[config.mk]
export PLATFORM = sky130hd
export DESIGN_NAME = particle_euler_update_with_easing_core
export DESIGN_NICKNAME = d
export VERILOG_FILES = /design/src/hw/rtl/peu_pkg.sv /design/src/hw/rtl/peu_div.sv /design/src/hw/rtl/particle_euler_update_with_easing_core.sv
export SDC_FILE = /design/constraint.sdc
export NUM_CORES = 2
export LEC_CHECK = 0
export ABC_AREA = 1
export BUFFER_PORTS_ARGS = -buffer_cell sky130_fd_sc_hd__buf_2
export CORE_ASPECT_RATIO = 0.5
export CORE_UTILIZATION = 60
export CTS_BUF_LIST = sky130_fd_sc_hd__clkbuf_4
export DETAILED_ROUTE_END_ITERATION = 6
export PLACE_DENSITY_LB_ADDON = 0.15
export SLEW_MARGIN = 5
export SYNTH_ARGS = -nofsm -noshare
export SYNTH_HDL_FRONTEND = slang
export SYNTH_SLANG_ARGS = --single-unit
[constraint.sdc]
create_clock -name clk -period 10.9 [get_ports clk]
set_input_delay 1.09 -clock clk [delete_from_list [all_inputs] [get_ports clk]]
set_output_delay 1.09 -clock clk [all_outputs]
set_load 0.02 [all_outputs]
[src/hw/rtl/peu_pkg.sv]
// ----------------------------------------------------------------------------
// Particle update package
// Shared constants, state encoding and fixed-point helper functions.
// ----------------------------------------------------------------------------
`timescale 1ns / 1ps

package peu_pkg;

	localparam int NUM_FRAMES = 4;
	localparam logic [31:0] ANIM_PERIOD = 32'd6554;

	// Progress width (Q0.16) and shared multiplier operand widths.
	localparam int T_W  = 16;
	localparam int MA_W = 34;
	localparam int MB_W = 18;
	localparam int MP_W = 52;

	localparam logic FUNC_TICK  = 1'b0;
	localparam logic FUNC_SPAWN = 1'b1;

	localparam logic [2:0] REG_GRAVITY_X   = 3'd0;
	localparam logic [2:0] REG_GRAVITY_Y   = 3'd1;
	localparam logic [2:0] REG_LIFE_SPAN   = 3'd2;
	localparam logic [2:0] REG_ALPHA_BEGIN = 3'd3;
	localparam logic [2:0] REG_ALPHA_FINAL = 3'd4;
	localparam logic [2:0] REG_SIZE_BEGIN  = 3'd5;
	localparam logic [2:0] REG_SIZE_FINAL  = 3'd6;
	localparam logic [2:0] REG_EASING_MODE = 3'd7;

	localparam logic [2:0] EASE_NONE        = 3'd0;
	localparam logic [2:0] EASE_QUAD_IN     = 3'd1;
	localparam logic [2:0] EASE_QUAD_OUT    = 3'd2;
	localparam logic [2:0] EASE_QUAD_INOUT  = 3'd3;
	localparam logic [2:0] EASE_CUBIC_IN    = 3'd4;
	localparam logic [2:0] EASE_CUBIC_OUT   = 3'd5;
	localparam logic [2:0] EASE_CUBIC_INOUT = 3'd6;

	typedef enum logic [4:0] {
		ST_IDLE,
		ST_GVX,
		ST_GVY,
		ST_VELY,
		ST_DIV,
		ST_SQ,
		ST_CUBE,
		ST_EASE,
		ST_IVX,
		ST_IVY,
		ST_FVY,
		ST_PX,
		ST_PY,
		ST_POSY,
		ST_ALPHA,
		ST_SIZE,
		ST_DONE
	} st_t;

	// Unsigned add of a Q0.16 step onto a 32-bit accumulator, clamped at all ones.
	function automatic logic [31:0] usat_add(input logic [31:0] a, input logic [15:0] b);
		logic [32:0] s;
		s = {1'b0, a} + {17'd0, b};
		return s[32] ? 32'hFFFF_FFFF : s[31:0];
	endfunction

	// Round a Q.16 product half up, add it to a base and clamp to 32-bit signed.
	function automatic logic signed [31:0] sat_acc(input logic signed [31:0] base,
		input logic signed [MP_W-1:0] prod);
		logic signed [MP_W-1:0] r;
		logic signed [MP_W:0] s;
		r = (prod + $signed(52'd32768)) >>> 16;
		s = (MP_W+1)'(base) + (MP_W+1)'(r);
		if (s > $signed(53'd2147483647))
			return 32'sh7FFF_FFFF;
		else if (s < -$signed(53'd2147483648))
			return 32'sh8000_0000;
		else
			return s[31:0];
	endfunction

	// Final rounding and complement of the easing curve from the raw power.
	function automatic logic [16:0] ease_fin(input logic [MP_W-1:0] p,
		input logic [2:0] mode, input logic low);
		logic [MP_W-1:0] r;
		logic flip;
		r = '0;
		flip = 1'b0;
		case (mode)
			EASE_QUAD_IN: r = (p + 52'd32768) >> 16;
			EASE_QUAD_OUT: begin
				r = (p + 52'd32768) >> 16;
				flip = 1'b1;
			end
			EASE_QUAD_INOUT: begin
				if (low) begin
					r = ((p << 1) + 52'd32768) >> 16;
				end else begin
					r = (p + 52'd65536) >> 17;
					flip = 1'b1;
				end
			end
			EASE_CUBIC_IN: r = (p + 52'h8000_0000) >> 32;
			EASE_CUBIC_OUT: begin
				r = (p + 52'h8000_0000) >> 32;
				flip = 1'b1;
			end
			EASE_CUBIC_INOUT: begin
				if (low) begin
					r = ((p << 2) + 52'h8000_0000) >> 32;
				end else begin
					r = (p + 52'h1_0000_0000) >> 33;
					flip = 1'b1;
				end
			end
			default: r = 52'd65536;
		endcase
		return flip ? (17'd65536 - r[16:0]) : r[16:0];
	endfunction

endpackage

[src/hw/rtl/peu_div.sv]
// ----------------------------------------------------------------------------
// Progress divider
// Restoring divider giving floor(num * 2^16 / den), one quotient bit a cycle.
// ----------------------------------------------------------------------------
`timescale 1ns / 1ps

module peu_div (
	input  logic                     clk,
	input  logic                     arst_n,
	input  logic                     start,
	input  logic [31:0]              num,
	input  logic [31:0]              den,
	output logic                     done,
	output logic [peu_pkg::T_W-1:0]  quot
);
	import peu_pkg::*;

	localparam int CNT_W = $clog2(T_W);

	logic [31:0]      rem_q;
	logic [T_W-1:0]   quot_q;
	logic [CNT_W-1:0] cnt_q;
	logic             busy_q;
	logic             done_q;
	logic [32:0]      rem2;
	logic             fits;

	// The numerator is below the divisor, so the remainder always fits 32 bits.
	assign rem2 = {rem_q, 1'b0};
	assign fits = rem2 >= {1'b0, den};

	always_ff @(posedge clk or negedge arst_n) begin
		if (!arst_n) begin
			busy_q <= 1'b0;
			done_q <= 1'b0;
			cnt_q  <= '0;
			rem_q  <= '0;
			quot_q <= '0;
		end else begin
			done_q <= 1'b0;
			if (start) begin
				busy_q <= 1'b1;
				cnt_q  <= '0;
				rem_q  <= num;
			end else if (busy_q) begin
				rem_q  <= fits ? 32'(rem2 - {1'b0, den}) : rem2[31:0];
				quot_q <= {quot_q[T_W-2:0], fits};
				cnt_q  <= cnt_q + 1'b1;
				if (cnt_q == CNT_W'(T_W - 1)) begin
					busy_q <= 1'b0;
					done_q <= 1'b1;
				end
			end
		end
	end

	assign done = done_q;
	assign quot = quot_q;

endmodule

[src/hw/rtl/particle_euler_update_with_easing_core.sv]
// ----------------------------------------------------------------------------
// Particle Euler update with easing core
// Spawn, expiring tick and idle tick go straight to the result state. An active
// tick runs the gravity update, the 16-step divider, the easing power when easing
// is on, the eased velocity, position and blends: up to ten passes through the one
// shared 34x18 multiplier. The next request is taken once the result is registered.
// Async reset: particle inactive, config at defaults, opacity and size at one.
// ----------------------------------------------------------------------------
`timescale 1ns / 1ps

module particle_euler_update_with_easing_core (
	input  logic               clk,
	input  logic               arst_n,
	// Input request channel
	input  logic               in_valid,
	output logic               in_stall,
	input  logic               func,
	input  logic [15:0]        delta_time,
	input  logic signed [31:0] spawn_pos_x,
	input  logic signed [31:0] spawn_pos_y,
	input  logic signed [31:0] spawn_vel_x,
	input  logic signed [31:0] spawn_vel_y,
	// Result channel
	output logic               out_valid,
	input  logic               out_stall,
	output logic               alive,
	output logic signed [31:0] out_pos_x,
	output logic signed [31:0] out_pos_y,
	output logic [16:0]        alpha_level,
	output logic [23:0]        scale,
	output logic [2:0]         frame_index,
	// Configuration write channel
	input  logic               cfg_valid,
	output logic               cfg_ready,
	input  logic [2:0]         cfg_index,
	input  logic [31:0]        cfg_data
);
	import peu_pkg::*;

	// Configuration registers.
	logic signed [31:0] gx_q, gy_q;
	logic [31:0]        life_q;
	logic [16:0]        ab_q, af_q;
	logic [23:0]        sb_q, sf_q;
	logic [2:0]         mode_q;

	// Particle state.
	logic               active_q;
	logic [31:0]        age_q, timer_q;
	logic signed [31:0] velx_q, vely_q, ivx_q, ivy_q, posx_q, posy_q;
	logic [2:0]         frame_q;
	logic [16:0]        alpha_q;
	logic [23:0]        size_q;

	// Working registers of one tick.
	logic [15:0]            dt_q;
	logic [T_W-1:0]         t_q;
	logic [16:0]            e_q;
	logic signed [31:0]     fvx_q, fvy_q;
	logic signed [MP_W-1:0] prod_q;

	// Result register.
	logic               out_valid_q, alive_q;
	logic signed [31:0] opx_q, opy_q;
	logic [16:0]        oalpha_q;
	logic [23:0]        oscale_q;
	logic [2:0]         oframe_q;

	st_t st_q, st_nx;

	logic                   in_acc, out_free;
	logic [31:0]            age_nx, timer_nx;
	logic [2:0]             frame_nx;
	logic                   ease_on, cubic, low;
	logic [16:0]            base;
	logic signed [MA_W-1:0] ma;
	logic signed [MB_W-1:0] mb;
	logic signed [MP_W-1:0] mul_p, rnd_p;
	logic signed [17:0]     alpha_diff;
	logic signed [24:0]     size_diff;
	logic                   div_start, div_done;
	logic [T_W-1:0]         div_quot;

	// A new request is taken only while the sequencer is idle; a finished result
	// may still wait in the output register at that time.
	assign in_stall  = (st_q != ST_IDLE);
	assign in_acc    = in_valid && !in_stall;
	assign out_free  = !out_valid_q || !out_stall;
	assign cfg_ready = 1'b1;

	assign age_nx   = usat_add(age_q, delta_time);
	assign timer_nx = usat_add(timer_q, delta_time);
	assign frame_nx = (frame_q == 3'(NUM_FRAMES - 1)) ? 3'd0 : frame_q + 3'd1;

	assign ease_on = (mode_q != EASE_NONE) && (mode_q <= EASE_CUBIC_INOUT);
	assign cubic   = (mode_q == EASE_CUBIC_IN) || (mode_q == EASE_CUBIC_OUT)
		|| (mode_q == EASE_CUBIC_INOUT);
	// First half of an in-out curve: progress below one half.
	assign low     = !t_q[T_W-1];

	// Base of the easing power: t, 1 - t, or 2 - 2t for the second half of in-out.
	always_comb begin
		logic [17:0] w;
		w = 18'd131072 - {1'b0, t_q, 1'b0};
		case (mode_q)
			EASE_QUAD_OUT, EASE_CUBIC_OUT: base = 17'd65536 - {1'b0, t_q};
			EASE_QUAD_INOUT, EASE_CUBIC_INOUT: base = low ? {1'b0, t_q} : w[16:0];
			default: base = {1'b0, t_q};
		endcase
	end

	assign alpha_diff = $signed({1'b0, af_q}) - $signed({1'b0, ab_q});
	assign size_diff  = $signed({1'b0, sf_q}) - $signed({1'b0, sb_q});

	// Operand selection for the shared multiplier. Each multiplying state issues one product,
	// which the following state picks up from prod_q.
	always_comb begin
		ma = '0;
		mb = '0;
		case (st_q)
			ST_GVX: begin
				ma = MA_W'(gx_q);
				mb = {2'b00, dt_q};
			end
			ST_GVY: begin
				ma = MA_W'(gy_q);
				mb = {2'b00, dt_q};
			end
			ST_SQ: begin
				ma = {17'd0, base};
				mb = {1'b0, base};
			end
			ST_CUBE: begin
				ma = prod_q[MA_W-1:0];
				mb = {1'b0, base};
			end
			ST_IVX: begin
				ma = MA_W'(ivx_q);
				mb = {1'b0, e_q};
			end
			ST_IVY: begin
				ma = MA_W'(ivy_q);
				mb = {1'b0, e_q};
			end
			ST_PX: begin
				ma = MA_W'(fvx_q);
				mb = {2'b00, dt_q};
			end
			ST_PY: begin
				ma = MA_W'(fvy_q);
				mb = {2'b00, dt_q};
			end
			ST_POSY: begin
				ma = MA_W'(alpha_diff);
				mb = {2'b00, t_q};
			end
			ST_ALPHA: begin
				ma = MA_W'(size_diff);
				mb = {2'b00, t_q};
			end
			default: begin
				ma = '0;
				mb = '0;
			end
		endcase
	end

	assign mul_p = ma * mb;

	always_ff @(posedge clk) begin
		prod_q <= mul_p;
	end

	// Half-up rounded Q.16 product, used by the opacity and size blends.
	assign rnd_p = (prod_q + $signed(52'd32768)) >>> 16;

	// The divider starts once the new age is settled and runs while the
	// velocity update finishes.
	assign div_start = (st_q == ST_GVY);

	peu_div u_div (
		.clk    (clk),
		.arst_n (arst_n),
		.start  (div_start),
		.num    (age_q),
		.den    (life_q),
		.done   (div_done),
		.quot   (div_quot)
	);

	always_ff @(posedge clk or negedge arst_n) begin
		if (!arst_n)
			st_q <= ST_IDLE;
		else
			st_q <= st_nx;
	end

	always_comb begin
		st_nx = st_q;
		case (st_q)
			ST_IDLE: begin
				if (in_acc) begin
					if (func == FUNC_SPAWN || !active_q || age_nx >= life_q)
						st_nx = ST_DONE;
					else
						st_nx = ST_GVX;
				end
			end
			ST_GVX:   st_nx = ST_GVY;
			ST_GVY:   st_nx = ST_VELY;
			ST_VELY:  st_nx = ST_DIV;
			ST_DIV: begin
				if (div_done)
					st_nx = ease_on ? ST_SQ : ST_PX;
			end
			ST_SQ:    st_nx = cubic ? ST_CUBE : ST_EASE;
			ST_CUBE:  st_nx = ST_EASE;
			ST_EASE:  st_nx = ST_IVX;
			ST_IVX:   st_nx = ST_IVY;
			ST_IVY:   st_nx = ST_FVY;
			ST_FVY:   st_nx = ST_PX;
			ST_PX:    st_nx = ST_PY;
			ST_PY:    st_nx = ST_POSY;
			ST_POSY:  st_nx = ST_ALPHA;
			ST_ALPHA: st_nx = ST_SIZE;
			ST_SIZE:  st_nx = ST_DONE;
			ST_DONE: begin
				if (out_free)
					st_nx = ST_IDLE;
			end
			default:  st_nx = ST_IDLE;
		endcase
	end

	// Configuration, particle state and result register.
	always_ff @(posedge clk or negedge arst_n) begin
		if (!arst_n) begin
			gx_q        <= '0;
			gy_q        <= '0;
			life_q      <= 32'd65536;
			ab_q        <= 17'd65536;
			af_q        <= '0;
			sb_q        <= 24'd65536;
			sf_q        <= 24'd65536;
			mode_q      <= EASE_NONE;
			active_q    <= 1'b0;
			age_q       <= '0;
			timer_q     <= '0;
			frame_q     <= '0;
			velx_q      <= '0;
			vely_q      <= '0;
			ivx_q       <= '0;
			ivy_q       <= '0;
			posx_q      <= '0;
			posy_q      <= '0;
			alpha_q     <= 17'd65536;
			size_q      <= 24'd65536;
			dt_q        <= '0;
			t_q         <= '0;
			e_q         <= '0;
			fvx_q       <= '0;
			fvy_q       <= '0;
			out_valid_q <= 1'b0;
		end else begin
			if (cfg_valid && cfg_ready) begin
				case (cfg_index)
					REG_GRAVITY_X:   gx_q   <= cfg_data;
					REG_GRAVITY_Y:   gy_q   <= cfg_data;
					REG_LIFE_SPAN:   life_q <= cfg_data;
					REG_ALPHA_BEGIN: ab_q   <= cfg_data[16:0];
					REG_ALPHA_FINAL: af_q   <= cfg_data[16:0];
					REG_SIZE_BEGIN:  sb_q   <= cfg_data[23:0];
					REG_SIZE_FINAL:  sf_q   <= cfg_data[23:0];
					REG_EASING_MODE: mode_q <= cfg_data[2:0];
					default: ;
				endcase
			end

			// A new result enters the output register as soon as it has room;
			// otherwise an accepted result leaves it.
			if (st_q == ST_DONE && out_free)
				out_valid_q <= 1'b1;
			else if (!out_stall)
				out_valid_q <= 1'b0;

			case (st_q)
				ST_IDLE: begin
					if (in_acc) begin
						dt_q <= delta_time;
						if (func == FUNC_SPAWN) begin
							// Spawn keeps opacity and size from the previous life.
							posx_q   <= spawn_pos_x;
							posy_q   <= spawn_pos_y;
							velx_q   <= spawn_vel_x;
							vely_q   <= spawn_vel_y;
							ivx_q    <= spawn_vel_x;
							ivy_q    <= spawn_vel_y;
							age_q    <= '0;
							timer_q  <= '0;
							frame_q  <= '0;
							active_q <= 1'b1;
						end else if (active_q) begin
							age_q <= age_nx;
							if (age_nx >= life_q) begin
								active_q <= 1'b0;
							end else if (NUM_FRAMES != 0) begin
								if (timer_nx >= ANIM_PERIOD) begin
									timer_q <= '0;
									frame_q <= frame_nx;
								end else begin
									timer_q <= timer_nx;
								end
							end
						end
					end
				end
				ST_GVY:  velx_q <= sat_acc(velx_q, prod_q);
				ST_VELY: vely_q <= sat_acc(vely_q, prod_q);
				ST_DIV: begin
					if (div_done) begin
						t_q <= div_quot;
						// Without easing the position follows the new velocity.
						fvx_q <= velx_q;
						fvy_q <= vely_q;
					end
				end
				ST_EASE:  e_q    <= ease_fin(prod_q, mode_q, low);
				ST_IVY:   fvx_q  <= sat_acc(32'sd0, prod_q);
				ST_FVY:   fvy_q  <= sat_acc(32'sd0, prod_q);
				ST_PY:    posx_q <= sat_acc(posx_q, prod_q);
				ST_POSY:  posy_q <= sat_acc(posy_q, prod_q);
				ST_ALPHA: alpha_q <= ab_q + rnd_p[16:0];
				ST_SIZE:  size_q  <= sb_q + rnd_p[23:0];
				default: ;
			endcase
		end
	end

	// Result payload; loaded only when the output register is free.
	always_ff @(posedge clk) begin
		if (st_q == ST_DONE && out_free) begin
			alive_q  <= active_q;
			opx_q    <= posx_q;
			opy_q    <= posy_q;
			oalpha_q <= alpha_q;
			oscale_q <= size_q;
			oframe_q <= frame_q;
		end
	end

	assign out_valid   = out_valid_q;
	assign alive       = alive_q;
	assign out_pos_x   = opx_q;
	assign out_pos_y   = opy_q;
	assign alpha_level = oalpha_q;
	assign scale       = oscale_q;
	assign frame_index = oframe_q;

`ifndef NO_ASSERTIONS
	// The divider only finishes while the sequencer waits for it.
	a_div_done_in_wait: assert property (@(posedge clk) disable iff (!arst_n)
		div_done |-> (st_q == ST_DIV))
		else $error("divider finished outside its wait state");

	// A finished result is held until the output register has room.
	a_done_holds: assert property (@(posedge clk) disable iff (!arst_n)
		(st_q == ST_DONE) && !out_free |=> (st_q == ST_DONE))
		else $error("result dropped while output register was full");

	// The animation frame stays within the frame count.
	a_frame_range: assert property (@(posedge clk) disable iff (!arst_n)
		(NUM_FRAMES == 0) || (frame_q < NUM_FRAMES))
		else $error("animation frame out of range");
`endif

endmodule

## Word-level counts from Yosys, hierarchy flattened

Index checks and enable logic that the tools add are counted.

| operators by class | value |
|---|---|
| equal/unequal tests | 37 |
| reductions and logical operators | 55 |
| multiply operators | 1 |
| order comparisons | 14 |
| bitwise logic cells | 1 |
| mux-type cells | 74 |
| add/subtract/negate cells | 23 |

Operator list:

| operator | count |
|---|---|
| 32-bit 2-to-1 mux | 31 |
| 32-bit case mux with 2 select lines | 6 |
| 34-bit case mux with 10 select lines | 1 |
| 32-bit by 36-bit adder with 37-bit output | 4 |
| 37-bit by 32-bit greater-than comparator with 1-bit output (second input constant) | 4 |
| 37-bit by 32-bit less-than comparator with 1-bit output (second input constant) | 4 |
| 17-bit case mux with 4 select lines | 2 |
| 49-bit by 32-bit adder with 49-bit output (second input constant) | 2 |
| 17-bit 2-to-1 mux | 5 |
| 5-bit case mux with 17 select lines | 1 |
| 32-bit by 16-bit adder with 33-bit output | 2 |
| 33-bit by 16-bit adder with 33-bit output (second input constant) | 2 |
| 52-bit by 17-bit adder with 52-bit output (second input constant) | 1 |
| 34-bit by 18-bit multiplier with 52-bit output | 1 |
| 50-bit by 33-bit adder with 50-bit output (second input constant) | 1 |
| 5-bit by 4-bit == test with 1-bit output (second input constant) | 8 |
| 36-bit by 32-bit greater-than comparator with 1-bit output (second input constant) | 1 |
| 36-bit by 32-bit less-than comparator with 1-bit output (second input constant) | 1 |
| 34-bit by 17-bit adder with 34-bit output (second input constant) | 1 |
| 17-bit case mux with 2 select lines | 1 |
| 33-bit by 32-bit >= comparator with 1-bit output | 1 |
| 32-bit by 13-bit >= comparator with 1-bit output (second input constant) | 1 |
| 32-bit >= comparator | 1 |
| 32-bit subtractor | 1 |
| other kinds (40) | 122 |

| storage, ports and cells | value |
|---|---|
| logic and storage cells | 244 |
| output and inout port bits | 112 |
| bits in registers | 816 |

## Depth between registers and ports, before layout

| depth | value |
|---|---|
| word-level depth | 7 |
| mapped depth | 47 |
| mapped depth without buffers | 46 |

## Hierarchy

Synthesis repeated with hierarchy kept, for this count alone.

| second synthesis, totals | value |
|---|---|
| cells, all modules | 10401 |
| area, all modules | 75984.1 um^2 |

By module, submodules not included:

| module | sequential area each (um^2) | times used | cells an instance | area an instance (um^2) |
|---|---|---|---|---|
| particle_euler_update_with_easing_core | 19361.1 | 1 | 9477 | 70540.2 |
| peu_div | 1351.3 | 1 | 924 | 5444.0 |

## Worst setup path after synthesis

Ideal clock, no wire load.

| timing path | value |
|---|---|
| path type | reg-to-reg |
| start | reg sb_q[0] |
| end | reg prod_q[50] |
| data arrival time | 7725 ps |
| stages on the path, launching flop included | 36 |
| setup slack | 3104 ps |
| clock period less this slack | 7796 ps |
| cells stage by stage | dfrtp_1 -> ha_1 -> fa_1 -> inv_1 -> nand3_1 -> nand2_1 -> inv_1 -> nor2_1 -> nor2_1 -> o21ai_1 -> a21oi_1 -> o21ai_1 -> a21boi_0 -> o211ai_1 -> nand3_1 -> nor2_2 -> nor2_1 -> fa_1 -> fa_1 -> inv_1 -> fa_1 -> inv_1 -> fa_1 -> inv_1 -> fa_1 -> inv_1 -> ha_1 -> nand2_1 -> nor2_1 -> inv_1 -> nor4_1 -> nand3_1 -> o211ai_1 -> nand2_1 -> o2111ai_1 -> xor2_1 |

| on the way | value |
|---|---|
| cells in the longest elaborated chain, start to end | 3 |

Ends and longest elaborated chain:

| element | line | source |
|---|---|---|
| from (decl) | particle_euler_update_with_easing_core.sv:44 | `logic [23:0] sb_q, sf_q;` |
| from (signal assigned) | particle_euler_update_with_easing_core.sv:272 | `REG_SIZE_BEGIN: sb_q <= cfg_data[23:0];` |
| 24-bit by 24-bit subtractor with 25-bit output | particle_euler_update_with_easing_core.sv:113 | `assign size_diff = $signed({1'b0, sf_q}) - $signed({1'b0, sb_q});` |
| 34-bit case mux with 10 select lines | particle_euler_update_with_easing_core.sv:120 | `case (st_q)` |
| 34-bit by 18-bit multiplier with 52-bit output | particle_euler_update_with_easing_core.sv:168 | `assign mul_p = ma * mb;` |
| via mul_p[50] | particle_euler_update_with_easing_core.sv:78 | `logic signed [MP_W-1:0] mul_p, rnd_p;` |
| to (signal assigned) | particle_euler_update_with_easing_core.sv:171 | `prod_q <= mul_p;` |
| to (decl) | particle_euler_update_with_easing_core.sv:60 | `logic signed [MP_W-1:0] prod_q;` |

The timed path passes the listed nets, and every way through them passes these cells.
A chain may end at the register's enable or synchronous reset.

## Final worst setup path

| timing path | value |
|---|---|
| start | reg st_q[3] |
| end | reg prod_q[48] |

| on the way | value |
|---|---|
| cells in the longest elaborated chain, start to end | 4 |
| elaborated cells between the ends (all ways) | 17 |

Ends and longest elaborated chain:

| element | line | source |
|---|---|---|
| from (decl) | particle_euler_update_with_easing_core.sv:69 | `st_t st_q, st_nx;` |
| from (signal assigned) | particle_euler_update_with_easing_core.sv:195 | `st_q <= st_nx;` |
| 5-bit by 2-bit == test with 1-bit output (tied with other cells) | particle_euler_update_with_easing_core.sv:120 |  |
| 4-bit OR reduction (no source line) / 2-bit OR reduction (equally long branches) | -- |  |
| 17-bit case mux with 4 select lines | particle_euler_update_with_easing_core.sv:120 |  |
| 34-bit by 18-bit multiplier with 52-bit output (*) | particle_euler_update_with_easing_core.sv:168 |  |
| via mul_p[48] | particle_euler_update_with_easing_core.sv:78 |  |

Mark *: on every way through the listed nets, which the timed path passes. The rest lies on a longest branch.

==> impl_results.rst <==
.. list-table::
   :header-rows: 1

   * - Metric
     - Value
   * - Slew headroom
     - 0.1144
   * - Area leader, netlist
     - sky130_fd_sc_hd__dfrtp_1
   * - Result of the run
     - finished with violations
   * - Layout net count
     - 11.63k
   * - Placement Rows
     - 91
   * - Worst setup path class
     - reg -> reg
   * - Met1 usage
     - 0.6070
   * - Leak
     - 0.04291 uW
   * - Seq/Total Area, Yosys
     - 0.2747
   * - Global route hottest layer
     - met1
   * - Clock transition time at the flip-flop clock pins of the worst setup and hold paths
     - 0.08 ns
   * - Area growth from synthesis to layout
     - 7.978%
   * - HPWL after detailed placement
     - 211200 um
   * - Grt met2 use
     - 0.5994
   * - CTS HTree Levels
     - 4
   * - Via count
     - 72.36k
   * - Most used cells in the layout excluding fill and tap cells
     - sky130_fd_sc_hd__nand2_1 (2719), sky130_fd_sc_hd__inv_1 (1716), sky130_fd_sc_hd__o21ai_0 (682), sky130_fd_sc_hd__dfrtp_1 (647), sky130_fd_sc_hd__nor2_1 (622)
   * - DR pass1 iterations
     - 7
   * - Hold violation count in the final report
     - 0
   * - Main area contributors after synthesis
     - sky130_fd_sc_hd__dfrtp_1 (22%), sky130_fd_sc_hd__fa_1 (15%), sky130_fd_sc_hd__nand2_1 (14%), sky130_fd_sc_hd__inv_1 (8.5%), sky130_fd_sc_hd__ha_1 (7.5%)
   * - Worst voltage drop across the vdd grid
     - 95.82 uV
   * - Worst path slowest cell
     - sky130_fd_sc_hd__nor2_1
   * - Count of nets left with antenna violations after detail routing
     - 0
   * - Routed wire length
     - 276200 um
   * - Most common library cell in the layout ignoring fill and taps
     - sky130_fd_sc_hd__nand2_1
   * - Cell repeated most along the worst path
     - sky130_fd_sc_hd__inv_1
   * - Number of buffers created by CTS
     - 194
   * - Area of the die
     - 127200 um2
   * - Max Fanout on Critical Path
     - 19
   * - Flops & latches, synth
     - 816
   * - Post-Syn Area per Cell
     - 7.428 um2
   * - Final critical-path share of the clock period
     - 0.9116
   * - Post-Route Utilization
     - 0.6571
   * - Portion of synthesized cell area occupied by the leading cell type
     - 0.2154
   * - Overall Global Routing Usage
     - 0.4328
   * - Crit path DAT
     - 10.97 ns
   * - Vert. Die Dim
     - 252.7 um
   * - Horizontal die dimension
     - 503.3 um
   * - Power Density
     - 90.70 nW/um2
   * - TritonCTS clock tree
     - done
   * - Max-Cap Viols
     - 0
   * - Synth warn
     - 0
   * - Setup TNS Final
     - 0 ns
   * - Transition time of the tightest slew-check pin
     - 1.311 ns
   * - Setup repair after global routing missed its margin
     - no
   * - Area of the core
     - 123900 um2
   * - Total number of clock tree sinks
     - 816
   * - Kind of start point of the critical path
     - flop
   * - Max FFs per register
     - 52
   * - Fmax achieved
     - 100.6 MHz
   * - Post-cts gate resize count
     - 0
   * - Via-per-instance ratio
     - 5.890
   * - Violation count after the first detailed-route iteration
     - 9037
   * - Number of antenna violations at the first check in global routing
     - 13
   * - Overall Power
     - 7384 uW
   * - Clk Tree Root Cell
     - sky130_fd_sc_hd__clkbuf_4
   * - Maximum buffer depth of the clock tree
     - 3
   * - Total of buffers placed on input and output ports
     - 295
   * - Number of global-route vias before repair
     - 67.19k
   * - Most flop-heavy register
     - prod_q
   * - Critical path's largest stage delay
     - 0.62 ns
   * - Post-synthesis net count
     - 11.35k
   * - Top flip-flop cell by instance count after synthesis
     - sky130_fd_sc_hd__dfrtp_1
   * - Total congestion overflow
     - 0
   * - Cell area after synthesis
     - 75390 um2
   * - Count of mapped cells out of synthesis
     - 10.15k
   * - Required time reported for the critical path endpoint
     - 11.93 ns
   * - Routability cong.
     - 1.066
   * - Global-route wire length before repair
     - 410800 um
   * - Post-CTS Setup Inserts
     - 0
   * - Met3 track demand over resource in global routing
     - 0.1529
   * - Netlist cell types
     - 75
   * - Async set-or-reset flop fraction in the synthesized netlist
     - 0.8027
   * - WP buf/inv
     - 12
   * - Largest delay share family, worst path
     - adder cells
   * - Count of flip-flops with a built-in enable after synthesis
     - 109
   * - Layout cells sized above 1
     - 0.08222
   * - Clock skew after layout
     - 0.1384 ns
   * - Worst min-delay path category
     - in -> reg
   * - Average wire per standard cell
     - 22.48 um
   * - Violations in the final reports
     - DRC
   * - Clock insertion delay at the later pin of the skew report
     - 1.23 ns
   * - Detailed-route DRC error count
     - 5
   * - Final slew viol count
     - 0
   * - Shortest period the worst path allows
     - 9.937 ns
   * - Boundary pin count
     - 297
   * - Maximum number of pins on one net before global-route repair
     - 124
   * - Critical Path Sink Type
     - flop
   * - # setup viols final
     - 0
   * - Initial cell density of the core
     - 0.6086
[per-layer routing]
layer | routed length, um | vias to the layer above
met3 | 39740 | 685
met4 | 11840 | 2
met2 | 110700 | 4272
met5 | 31 | -
met1 | 113900 | 34380
li1 | - | 33030
[cell families (layout without fill, tap and decap cells)]
logic type	Yosys count	after routing	synth area share
other cells	1	18	0.00004974
compound gates	1709	1709	0.1294
simple gates	4217	4217	0.2299
flops	816	816	0.2747
xor+xnor	315	315	0.03659
fa+ha+maj	1011	1011	0.2237
buf+inv	2081	2525	0.1056
[path summary, 6_finish.rpt]
kind / slack [ns] / endpoint / cells past startpoint / startpoint
worst min-delay path: 0.16 / ivx_q[24] / 3 / spawn_vel_x[24]
worst max register to register: 0.96 / prod_q[48] / 39 / st_q[3]
max in group asynchronous: 7.89 / posx_q[25] / 4 / arst_n
min in group asynchronous: 0.48 / timer_q[17] / 2 / arst_n
worst min register to register: 0.44 / alpha_level[13] / 0 / alpha_q[13]
worst max-delay path: 0.96 / prod_q[48] / 39 / st_q[3]
[cells in the mapped netlist, drive strengths merged (42+ instances only)]
cell type  number
a21o           46
a21oi         555
a31oi          53
buf            97
clkbuf        246
dfrtp         649
dfxtp          52
edfxtp        109
fa            562
ha            449
inv          1725
nand2        2730
nand3         554
nand4         107
nor2          649
nor3           97
o21a           83
o21ai         705
o22ai          42
xnor2          98
xor2          217
[what timing repair did]
item                                    4_1_cts  5_1_grt
hold buffers                                  1        0
endpoints found under the setup margin        0        0
hold endpoints to repair                     85        0
[worst register-to-register path, delay by kind of cell (launching register included)]
kind	cells	cell delay, ns
fa+ha+maj	7	3.46
simple gates	13	2.43
buf+inv	12	2.00
compound gates	6	1.37
flops	1	0.41
xor+xnor	1	0.13
[report_power, final]
| group | leakage, uW | internal (uW) | switching [uW] |
|---|---|---|---|
| Clock | 0.00151 | 1220 | 1450 |
| Combinational | 0.0317 | 447 | 947 |
| Sequential | 0.00974 | 3200 | 118 |
[final cells by class]
class                      count  area [um2]
antenna                       17       42.54
clock buffer                 276        2072
clock inverter                84       451.7
fill                       11220       42470
inverter                    1738        6525
multi-input combinational   7253       46970
sequential                   816       20710
tap                         1674        2095
timing repair buffer         427        2536
[per-stage QoR]
| stage | setup slack [ns] | instance area, um2 | hold WS (ns) | cells |
|---|---|---|---|---|
| 2_1_floorplan | 3.104 | 75390 | 0.4253 | 10150 |
| 3_3_place_gp | 1.062 | 78770 | 0.4280 | 11900 |
| 3_5_place_dp | 1.382 | 78780 | 0.4324 | 11910 |
| 4_1_cts | 1.276 | 81320 | 0.05667 | 12270 |
| 5_1_grt | 0.3093 | 81370 | 0.1305 | 12270 |
| 6_report | 0.9632 | 81410 | 0.1590 | 12290 |
(Power assumes the default switching activity.)
